## config.mk

```make
export PLATFORM = sky130hd
export DESIGN_NAME = im2col_patch_index_generator
export DESIGN_NICKNAME = d
export VERILOG_FILES = /design/src/design/i2c_pkg.sv /design/src/design/i2c_mul.sv /design/src/design/i2c_seq.sv /design/src/design/im2col_patch_index_generator.sv
export VERILOG_INCLUDE_DIRS = /design/src /design/src/design
export SDC_FILE = /design/constraint.sdc
export NUM_CORES = 1
export LEC_CHECK = 0
export BUFFER_PORTS_ARGS = -buffer_cell sky130_fd_sc_hd__buf_4
export CAP_MARGIN = 15
export CORE_UTILIZATION = 40
export CTS_BUF_LIST = sky130_fd_sc_hd__clkbuf_4 sky130_fd_sc_hd__clkbuf_8 sky130_fd_sc_hd__clkbuf_16
export DETAILED_ROUTE_END_ITERATION = 8
export PLACE_DENSITY_LB_ADDON = 0.3
export SLEW_MARGIN = 15
export SYNTH_ARGS = -nofsm -noshare
export SYNTH_HDL_FRONTEND = slang
export SYNTH_SLANG_ARGS = --single-unit
```

## constraint.sdc

```tcl
create_clock -name clk -period 17.4 [get_ports clk]
set_clock_uncertainty 0.1 [all_clocks]
set_input_delay 4.35 -clock clk [delete_from_list [all_inputs] [get_ports clk]]
set_output_delay 4.35 -clock clk [all_outputs]
set_load 0.005 [all_outputs]
```

## src/design/im2col_patch_index_generator_defines.svh

```systemverilog
// Assertion macros shared by the im2col patch index generator.
// Depends on nothing; taken in by the top level with `include.
`ifndef IM2COL_PATCH_INDEX_GENERATOR_DEFINES_SVH
`define IM2COL_PATCH_INDEX_GENERATOR_DEFINES_SVH

// same-cycle implication, checked outside reset
`define I2C_ASSERT_NOW(label, clk, rst_n, ante, cons, msg) \
    label: assert property (@(posedge clk) disable iff (!rst_n) (ante) |-> (cons)) \
        else $error(msg);

// next-cycle implication, checked outside reset
`define I2C_ASSERT_NEXT(label, clk, rst_n, ante, cons, msg) \
    label: assert property (@(posedge clk) disable iff (!rst_n) (ante) |=> (cons)) \
        else $error(msg);

`endif

```

## src/design/i2c_pkg.sv

```systemverilog
// Shared types, constants and register codes of the im2col patch index generator.
// Depends on nothing; used by every module of the block.
package i2c_pkg;

    localparam int MAX_KERNEL_SIDE = 8;

    localparam int REG_W      = 4;
    localparam int CFG_IDX_W  = 3;
    localparam int COORD_W    = 18;
    localparam int MUL_A_W    = 24;
    localparam int MUL_B_W    = 13;
    localparam int PROD_W     = MUL_A_W + MUL_B_W;
    localparam int INDEX_W    = 34;
    localparam int CR_W       = 23;

    localparam logic [CFG_IDX_W-1:0] REG_KH = 3'd0;
    localparam logic [CFG_IDX_W-1:0] REG_KW = 3'd1;
    localparam logic [CFG_IDX_W-1:0] REG_PH = 3'd2;
    localparam logic [CFG_IDX_W-1:0] REG_PW = 3'd3;
    localparam logic [CFG_IDX_W-1:0] REG_SH = 3'd4;
    localparam logic [CFG_IDX_W-1:0] REG_SW = 3'd5;
    localparam logic [CFG_IDX_W-1:0] REG_DH = 3'd6;
    localparam logic [CFG_IDX_W-1:0] REG_DW = 3'd7;

    typedef struct packed {
        logic [REG_W-1:0] kernel_height;
        logic [REG_W-1:0] kernel_width;
        logic [REG_W-1:0] pad_height;
        logic [REG_W-1:0] pad_width;
        logic [REG_W-1:0] stride_height;
        logic [REG_W-1:0] stride_width;
        logic [REG_W-1:0] dilation_height;
        logic [REG_W-1:0] dilation_width;
    } cfg_t;

    localparam cfg_t CFG_RESET = '{
        kernel_height:   4'd3,
        kernel_width:    4'd3,
        pad_height:      4'd0,
        pad_width:       4'd0,
        stride_height:   4'd1,
        stride_width:    4'd1,
        dilation_height: 4'd1,
        dilation_width:  4'd1
    };

    typedef struct packed {
        logic [9:0]  channel;
        logic [11:0] out_row;
        logic [11:0] out_col;
        logic [12:0] img_rows;
        logic [12:0] img_cols;
    } req_word_t;

    typedef struct packed {
        logic [INDEX_W-1:0] src_index;
        logic               is_pad;
        logic               last_tap;
    } tap_word_t;

    typedef struct packed {
        logic               issue;
        logic [MUL_A_W-1:0] a;
        logic [MUL_B_W-1:0] b;
    } mul_req_t;

    typedef enum logic [2:0] {
        S_IDLE,
        S_MUL_Y,
        S_MUL_X,
        S_MUL_C,
        S_LOAD_CR,
        S_ROW,
        S_TAP
    } seq_state_t;

endpackage

```

## src/design/i2c_mul.sv

```systemverilog
// Shared multiplier of the patch index generator, product registered on issue.
// Depends on i2c_pkg.
module i2c_mul
(
    input  logic                        clk,
    input  i2c_pkg::mul_req_t           req,
    output logic [i2c_pkg::PROD_W-1:0]  prod
);

    logic [i2c_pkg::PROD_W-1:0] prod_reg;

    always_ff @(posedge clk)
    begin
        if (req.issue)
        begin
            prod_reg <= i2c_pkg::PROD_W'(req.a) * i2c_pkg::PROD_W'(req.b);
        end
    end

    assign prod = prod_reg;

endmodule

```

## src/design/i2c_seq.sv

```systemverilog
// Sequencer of the patch index generator: walks the kernel taps, drives the
// shared multiplier and holds the output word register. Depends on i2c_pkg.
module i2c_seq
#(
    parameter int CW = 4
)
(
    input  logic                        clk,
    input  logic                        rst_n,
    input  i2c_pkg::cfg_t               cfg,
    input  logic [CW-1:0]               kern_rows,
    input  logic [CW-1:0]               kern_cols,
    input  logic                        req_valid,
    output logic                        req_ready,
    input  i2c_pkg::req_word_t          req,
    output logic                        tap_valid,
    input  logic                        tap_ready,
    output i2c_pkg::tap_word_t          tap,
    output i2c_pkg::mul_req_t           mul_req,
    input  logic [i2c_pkg::PROD_W-1:0]  prod
);

    localparam int XW = i2c_pkg::COORD_W;

    i2c_pkg::seq_state_t state_reg, state_next;
    i2c_pkg::req_word_t  req_reg, req_next;
    logic [XW-1:0]       y_reg, y_next;
    logic [XW-1:0]       x_reg, x_next;
    logic [XW-1:0]       x0_reg, x0_next;
    logic [i2c_pkg::CR_W-1:0] cr_reg, cr_next;
    logic [CW-1:0]       ky_reg, ky_next;
    logic [CW-1:0]       kx_reg, kx_next;
    i2c_pkg::tap_word_t  tap_reg, tap_next;
    logic                tap_valid_reg, tap_valid_next;

    logic accept;
    logic start;
    logic adv;
    logic row_end;
    logic last;
    logic y_in;
    logic x_in;
    logic in_image;

    assign req_ready = (state_reg == i2c_pkg::S_IDLE);
    assign accept    = req_valid && req_ready;
    assign start     = accept && (kern_rows != '0) && (kern_cols != '0);
    assign adv       = !tap_valid_reg || tap_ready;
    assign row_end   = (kx_reg == kern_cols - CW'(1));
    assign last      = row_end && (ky_reg == kern_rows - CW'(1));
    assign y_in      = !y_reg[XW-1] && (y_reg[XW-2:0] < (XW-1)'(req_reg.img_rows));
    assign x_in      = !x_reg[XW-1] && (x_reg[XW-2:0] < (XW-1)'(req_reg.img_cols));
    assign in_image  = y_in && x_in;

    // next state
    always_comb
    begin
        state_next = state_reg;
        case (state_reg)
            i2c_pkg::S_IDLE:
            begin
                if (start)
                begin
                    state_next = i2c_pkg::S_MUL_Y;
                end
            end
            i2c_pkg::S_MUL_Y:   state_next = i2c_pkg::S_MUL_X;
            i2c_pkg::S_MUL_X:   state_next = i2c_pkg::S_MUL_C;
            i2c_pkg::S_MUL_C:   state_next = i2c_pkg::S_LOAD_CR;
            i2c_pkg::S_LOAD_CR: state_next = i2c_pkg::S_ROW;
            i2c_pkg::S_ROW:     state_next = i2c_pkg::S_TAP;
            i2c_pkg::S_TAP:
            begin
                if (adv && last)
                begin
                    state_next = i2c_pkg::S_IDLE;
                end
                else if (adv && row_end)
                begin
                    state_next = i2c_pkg::S_ROW;
                end
            end
            default:            state_next = i2c_pkg::S_IDLE;
        endcase
    end

    // datapath and multiplier issue
    always_comb
    begin
        req_next       = req_reg;
        y_next         = y_reg;
        x_next         = x_reg;
        x0_next        = x0_reg;
        cr_next        = cr_reg;
        ky_next        = ky_reg;
        kx_next        = kx_reg;
        tap_next       = tap_reg;
        tap_valid_next = tap_valid_reg && !tap_ready;
        mul_req        = '0;
        case (state_reg)
            i2c_pkg::S_IDLE:
            begin
                if (accept)
                begin
                    req_next = req;
                end
                ky_next = '0;
                kx_next = '0;
            end
            i2c_pkg::S_MUL_Y:
            begin
                mul_req.issue = 1'b1;
                mul_req.a     = i2c_pkg::MUL_A_W'(req_reg.out_row);
                mul_req.b     = i2c_pkg::MUL_B_W'(cfg.stride_height);
            end
            i2c_pkg::S_MUL_X:
            begin
                y_next        = XW'(prod[XW-2:0]) - XW'(cfg.pad_height);
                mul_req.issue = 1'b1;
                mul_req.a     = i2c_pkg::MUL_A_W'(req_reg.out_col);
                mul_req.b     = i2c_pkg::MUL_B_W'(cfg.stride_width);
            end
            i2c_pkg::S_MUL_C:
            begin
                x0_next       = XW'(prod[XW-2:0]) - XW'(cfg.pad_width);
                x_next        = XW'(prod[XW-2:0]) - XW'(cfg.pad_width);
                mul_req.issue = 1'b1;
                mul_req.a     = i2c_pkg::MUL_A_W'(req_reg.channel);
                mul_req.b     = req_reg.img_rows;
            end
            i2c_pkg::S_LOAD_CR:
            begin
                cr_next = prod[i2c_pkg::CR_W-1:0];
            end
            i2c_pkg::S_ROW:
            begin
                // row base; only used for taps inside the image
                mul_req.issue = 1'b1;
                mul_req.a     = i2c_pkg::MUL_A_W'(cr_reg) + i2c_pkg::MUL_A_W'(y_reg[12:0]);
                mul_req.b     = req_reg.img_cols;
            end
            i2c_pkg::S_TAP:
            begin
                if (adv)
                begin
                    tap_valid_next     = 1'b1;
                    tap_next.is_pad    = !in_image;
                    tap_next.last_tap  = last;
                    tap_next.src_index = in_image
                        ? prod[i2c_pkg::INDEX_W-1:0] + i2c_pkg::INDEX_W'(x_reg[12:0])
                        : '0;
                    if (row_end)
                    begin
                        kx_next = '0;
                        ky_next = ky_reg + CW'(1);
                        x_next  = x0_reg;
                        y_next  = y_reg + XW'(cfg.dilation_height);
                    end
                    else
                    begin
                        kx_next = kx_reg + CW'(1);
                        x_next  = x_reg + XW'(cfg.dilation_width);
                    end
                end
            end
            default:
            begin
            end
        endcase
    end

    always_ff @(posedge clk or negedge rst_n)
    begin
        if (!rst_n)
        begin
            state_reg     <= i2c_pkg::S_IDLE;
            tap_valid_reg <= 1'b0;
            ky_reg        <= '0;
            kx_reg        <= '0;
        end
        else
        begin
            state_reg     <= state_next;
            tap_valid_reg <= tap_valid_next;
            ky_reg        <= ky_next;
            kx_reg        <= kx_next;
        end
    end

    always_ff @(posedge clk)
    begin
        req_reg <= req_next;
        y_reg   <= y_next;
        x_reg   <= x_next;
        x0_reg  <= x0_next;
        cr_reg  <= cr_next;
        tap_reg <= tap_next;
    end

    assign tap_valid = tap_valid_reg;
    assign tap       = tap_reg;

endmodule

```

## src/design/im2col_patch_index_generator.sv

```systemverilog
// im2col patch index generator: accepts a request word naming a channel and
// an output position, returns one word per kernel tap, row by row.
// A config register file feeds the sequencer; the request channel is valid/ready.
// The tap channel is valid/ready too, fed from one output register.
// Tap words carry the flat source index, a padding flag and a last-tap mark.
// The first tap word is registered in state TAP, after MUL_Y, MUL_X, MUL_C, LOAD_CR and ROW.
// One shared multiplier forms both output-position products, channel*img_rows
// and one row base per kernel row, and the taps of that row then follow one
// a cycle while the receiver takes every word.
// req_ready is high only while no request is being walked.
// A request with an empty kernel is taken and yields no word.
// A stalled receiver holds the current word and freezes the walk.
// Reset empties the output register, returns to idle and loads the register
// defaults (3x3 kernel, no padding, stride and dilation of one).
// Write config only while idle.
`include "im2col_patch_index_generator_defines.svh"
module im2col_patch_index_generator
#(
    parameter int MAX_KERNEL_SIDE = i2c_pkg::MAX_KERNEL_SIDE
)
(
    input  logic                           clk,
    input  logic                           rst_n,
    input  logic                           cfg_we,
    input  logic [i2c_pkg::CFG_IDX_W-1:0]  cfg_index,
    input  logic [i2c_pkg::REG_W-1:0]      cfg_data,
    input  logic                           req_valid,
    output logic                           req_ready,
    input  i2c_pkg::req_word_t             req,
    output logic                           tap_valid,
    input  logic                           tap_ready,
    output i2c_pkg::tap_word_t             tap
);

    localparam int CW = $clog2(MAX_KERNEL_SIDE + 1);

    i2c_pkg::cfg_t     cfg_reg, cfg_next;
    logic [CW-1:0]     kern_rows;
    logic [CW-1:0]     kern_cols;
    i2c_pkg::mul_req_t mul_req;
    logic [i2c_pkg::PROD_W-1:0] prod;

    always_comb
    begin
        cfg_next = cfg_reg;
        if (cfg_we)
        begin
            case (cfg_index)
                i2c_pkg::REG_KH: cfg_next.kernel_height   = cfg_data;
                i2c_pkg::REG_KW: cfg_next.kernel_width    = cfg_data;
                i2c_pkg::REG_PH: cfg_next.pad_height      = cfg_data;
                i2c_pkg::REG_PW: cfg_next.pad_width       = cfg_data;
                i2c_pkg::REG_SH: cfg_next.stride_height   = cfg_data;
                i2c_pkg::REG_SW: cfg_next.stride_width    = cfg_data;
                i2c_pkg::REG_DH: cfg_next.dilation_height = cfg_data;
                i2c_pkg::REG_DW: cfg_next.dilation_width  = cfg_data;
                default:         cfg_next = cfg_reg;
            endcase
        end
    end

    always_ff @(posedge clk or negedge rst_n)
    begin
        if (!rst_n)
        begin
            cfg_reg <= i2c_pkg::CFG_RESET;
        end
        else
        begin
            cfg_reg <= cfg_next;
        end
    end

    // saturate kernel sides
    assign kern_rows = (cfg_reg.kernel_height > i2c_pkg::REG_W'(MAX_KERNEL_SIDE))
                     ? CW'(MAX_KERNEL_SIDE) : CW'(cfg_reg.kernel_height);
    assign kern_cols = (cfg_reg.kernel_width > i2c_pkg::REG_W'(MAX_KERNEL_SIDE))
                     ? CW'(MAX_KERNEL_SIDE) : CW'(cfg_reg.kernel_width);

    i2c_mul u_mul
    (
        .clk  (clk),
        .req  (mul_req),
        .prod (prod)
    );

    i2c_seq
    #(
        .CW (CW)
    )
    u_seq
    (
        .clk         (clk),
        .rst_n       (rst_n),
        .cfg         (cfg_reg),
        .kern_rows   (kern_rows),
        .kern_cols   (kern_cols),
        .req_valid   (req_valid),
        .req_ready   (req_ready),
        .req         (req),
        .tap_valid   (tap_valid),
        .tap_ready   (tap_ready),
        .tap         (tap),
        .mul_req     (mul_req),
        .prod        (prod)
    );

    `I2C_ASSERT_NOW(a_pad_zero, clk, rst_n, tap_valid && tap.is_pad, tap.src_index == '0, "padded tap carries a non-zero index")
    `I2C_ASSERT_NEXT(a_busy_after_start, clk, rst_n, req_valid && req_ready && (kern_rows != '0) && (kern_cols != '0), !req_ready, "request taken but block still idle")
    `I2C_ASSERT_NOW(a_idle_only_last, clk, rst_n, req_ready && tap_valid, tap.last_tap, "idle while a non-final tap word waits")

endmodule

```

==> results_dict.tcl <==
set metrics [dict create \
    worstSetupEndpointType "register" \
    cts_inserted_buffers 31 \
    async_reset_ff_share_pct 17.53 \
    global_route.usage.total_pct 23.17 \
    route.antenna.remaining_nets 0 \
    synth_enable_flop_cells 207 \
    antennaDiodeCount 0 \
    critical_path.most_common_cell "sky130_fd_sc_hd__fa_1" \
    fill_cells 5245 \
    dr.pass1.iters 7 \
    core_area_um2 55520 \
    slowest_stage_cell_cp "sky130_fd_sc_hd__nor2_1" \
    ir_drop_worst_vdd_uv 115.3 \
    initial_utilization_pct 40.87 \
    hp-class "register to register" \
    layout-area-overhead-vs-synth_pct 12.79 \
    dp_hpwl_um 51200 \
    die_x_um 240.2 \
    synth_top_cells_by_count "sky130_fd_sc_hd__inv_1, sky130_fd_sc_hd__nand2_1, sky130_fd_sc_hd__fa_1" \
    setup.worst_path.class "register to register" \
    setup_tns_ns 0 \
    worst_setup_path_start_kind "register" \
    fin_util_pct 46.09 \
    tritoncts_clock_tree "built" \
    final_min_period_over_clock_period_pct 52.95 \
    clock-root-buffer "sky130_fd_sc_hd__clkbuf_16" \
    timing.critical_path.required_ns 17.64 \
    synthesis.nets 2743 \
    ctsHtreeMaxLevel 1 \
    multi_input_comb_area_um2 13880 \
    die_height_um 240.2 \
    drt-vias-per-instance 5.346 \
    placement.setup.worst_slack_ns 8.299 \
    grt_start_max_net_pins 61 \
    timing.final.crit_period_ns 9.213 \
    syn-mean-instance-area_um2 9.930 \
    cts_setup_buffers 0 \
    timing_worst_slew_pin_value_ns 1.196 \
    floorplan.io_pins 110 \
    layout.nets 2858 \
    power_density_nw_per_um2 171.9 \
    fin_area_um2 25590 \
    grt_pass1_vias 17840 \
    routabilityCongestion 0.9242 \
    most_repeated_cell_in_the_gate_level_netlist_after_synthesis "sky130_fd_sc_hd__inv_1" \
    critical-path-max-stage-delay_ns 0.73 \
    power_leakage_nw 11.09 \
    path_clk_slew_ns 0.07 \
    synth_warnings 0 \
    ctsHoldBuffers 0 \
    drt-initial-drc-count 1345 \
    highest_attainable_clock_frequency_mhz 108.5 \
    synth_seq_cells 251 \
    detailroute.via_count 16960 \
    worstPathMaxFanout 10 \
    synthFlopType "sky130_fd_sc_hd__edfxtp_1" \
    clock_tree.buffer_depth 3 \
    io_buffer_count 109 \
    worstSkewPairLatency_ns 0.60 \
    globalRouteOverflowTotal 0 \
    placement_rows 86 \
    hold_viol 0 \
    final-max-slew-violation-count 0 \
    yosysSeqAreaShare_pct 32.29 \
    post_synth_num_cell_types 72 \
    post_cts_resized 0 \
    seqCellArea_um2 7327 \
    dpl_cell_area_um2 24450 \
    grt_setup_unrepaired "false" \
    area_of_the_die_um2 57680 \
    post-route-drc-count 0 \
    antenna_found_initial 0 \
    netlist.area_leader.share_pct 27.39 \
    post_synth_design_cell_area_um2 22690 \
    global_route_wire_length_before_repair_um 101700 \
    maxCapViolations 0 \
    report.power.total_mw 4.401 \
    drive_above_1_share_pct 10.93 \
    syn_inst_count 2285 \
    max-slew-margin-rel_pct 19.98 \
    arrival_time_reported_for_the_critical_path_endpoint_ns 9.45 \
    largest_reg_flops 60 \
    clock-sinks 251 \
    ys_top_cells_by_area "sky130_fd_sc_hd__edfxtp_1, sky130_fd_sc_hd__fa_1, sky130_fd_sc_hd__ha_1" \
    setup_viol 0 \
    synth.largest_area_cell "sky130_fd_sc_hd__edfxtp_1" \
    outcome "finished, final reports clean" \
    routed_wl_um 64690 \
    detail_route.wl_per_cell_um 20.39 \
    post-route-worst-setup-slack_ns 8.187 \
]
-- cell usage in the layout, fill, tap and decap left out, drive strengths merged, types with 5 or more instances in the layout --
cell	count
ha	140
a21boi	5
o21bai	5
a22o	11
inv	349
nand4	20
dfstp	8
nor2b	29
clkinv	8
mux2i	25
and2	19
xor2	56
nor4	6
a21oi	77
nand3	42
nand2b	27
xnor2	89
edfxtp	207
clkbuf	41
a21o	32
buf	139
and3	16
o21ai	90
fa	246
a211oi	15
nand2	281
a22oi	13
dfrtp	36
mux2	38
nor2	240
o21a	12
o211ai	8
nor3	45
-- worst paths after layout --
path | start | endpoint | slack (ns) | cells after the start
max in group asynchronous | rst_n | cfg_reg[7] | 13.15 | 1
worst min register to register | u_mul.prod[20] | u_seq.cr_reg[20] | 0.40 | 0
min in group asynchronous | rst_n | u_seq.ky_reg[3] | 3.65 | 1
worst max-delay path | u_seq.y_reg[0] | u_mul.prod[33] | 8.19 | 29
worst min-delay path | u_mul.prod[20] | u_seq.cr_reg[20] | 0.40 | 0
worst max register to register | u_seq.y_reg[0] | u_mul.prod[33] | 8.19 | 29
-- report_power, final --
group / leakage (nW) / internal, mW / switching [mW]
combinational: 8.05 / 0.927 / 1.64
clock: 0.551 / 0.406 / 0.279
sequential: 2.49 / 0.948 / 0.204
-- critical path: cells and delay by family, from the launching register on --
family                     cells  cell delay (ns)
AOI/OAI and AO/OA             12             2.88
adders and majority gates      8             3.71
buffers and inverters          3             0.15
and+or+nand+nor                4             1.16
DFF                            1             0.42
xor gates and xnor gates       2             0.53
-- metrics by stage --
step           std cells  hold slack, ns
3_5_place_dp        3113          0.3905
5_1_grt             3173          0.4250
2_1_floorplan       2285          0.3244
6_report            3173          0.4011
4_1_cts             3171          0.4085
3_3_place_gp        3112          0.3893
-- routing by layer --
metal / GRT usage (%) / wire length [µm] / part of all wire, % / vias to the layer above
li1: - / - / - / 7752
met1: 30.56 / 27400 / 42 / 8479
met2: 38.62 / 30570 / 47 / 610
met3: 4.133 / 4715 / 7.3 / 123
met4: 7.161 / 1999 / 3.1 / 0
met5: 0 / 0 / 0 / -
-- logic make-up (layout without fill, tap and decap cells) --
kind of cell | after synthesis | count (layout) | synth area share [%]
compound gates | 296 | 296 | 8.486
xor+xnor | 146 | 146 | 5.735
fa+ha+maj | 386 | 386 | 29.42
buf+inv | 400 | 540 | 6.628
flops | 251 | 251 | 32.29
mux | 63 | 63 | 2.989
simple gates | 743 | 743 | 14.45
-- layout make-up --
type                            instances  share of cell area, %
Clock inverter                         17                 0.7040
Clock buffer                           41                  3.579
Inverter                              343                  5.031
Multi-Input combinational cell       1634                  54.25
Timing Repair Buffer                  139                  4.155
Tap cell                              748                  3.657
Sequential cell                       251                  28.63
Power figures use the tool's default switching activity.
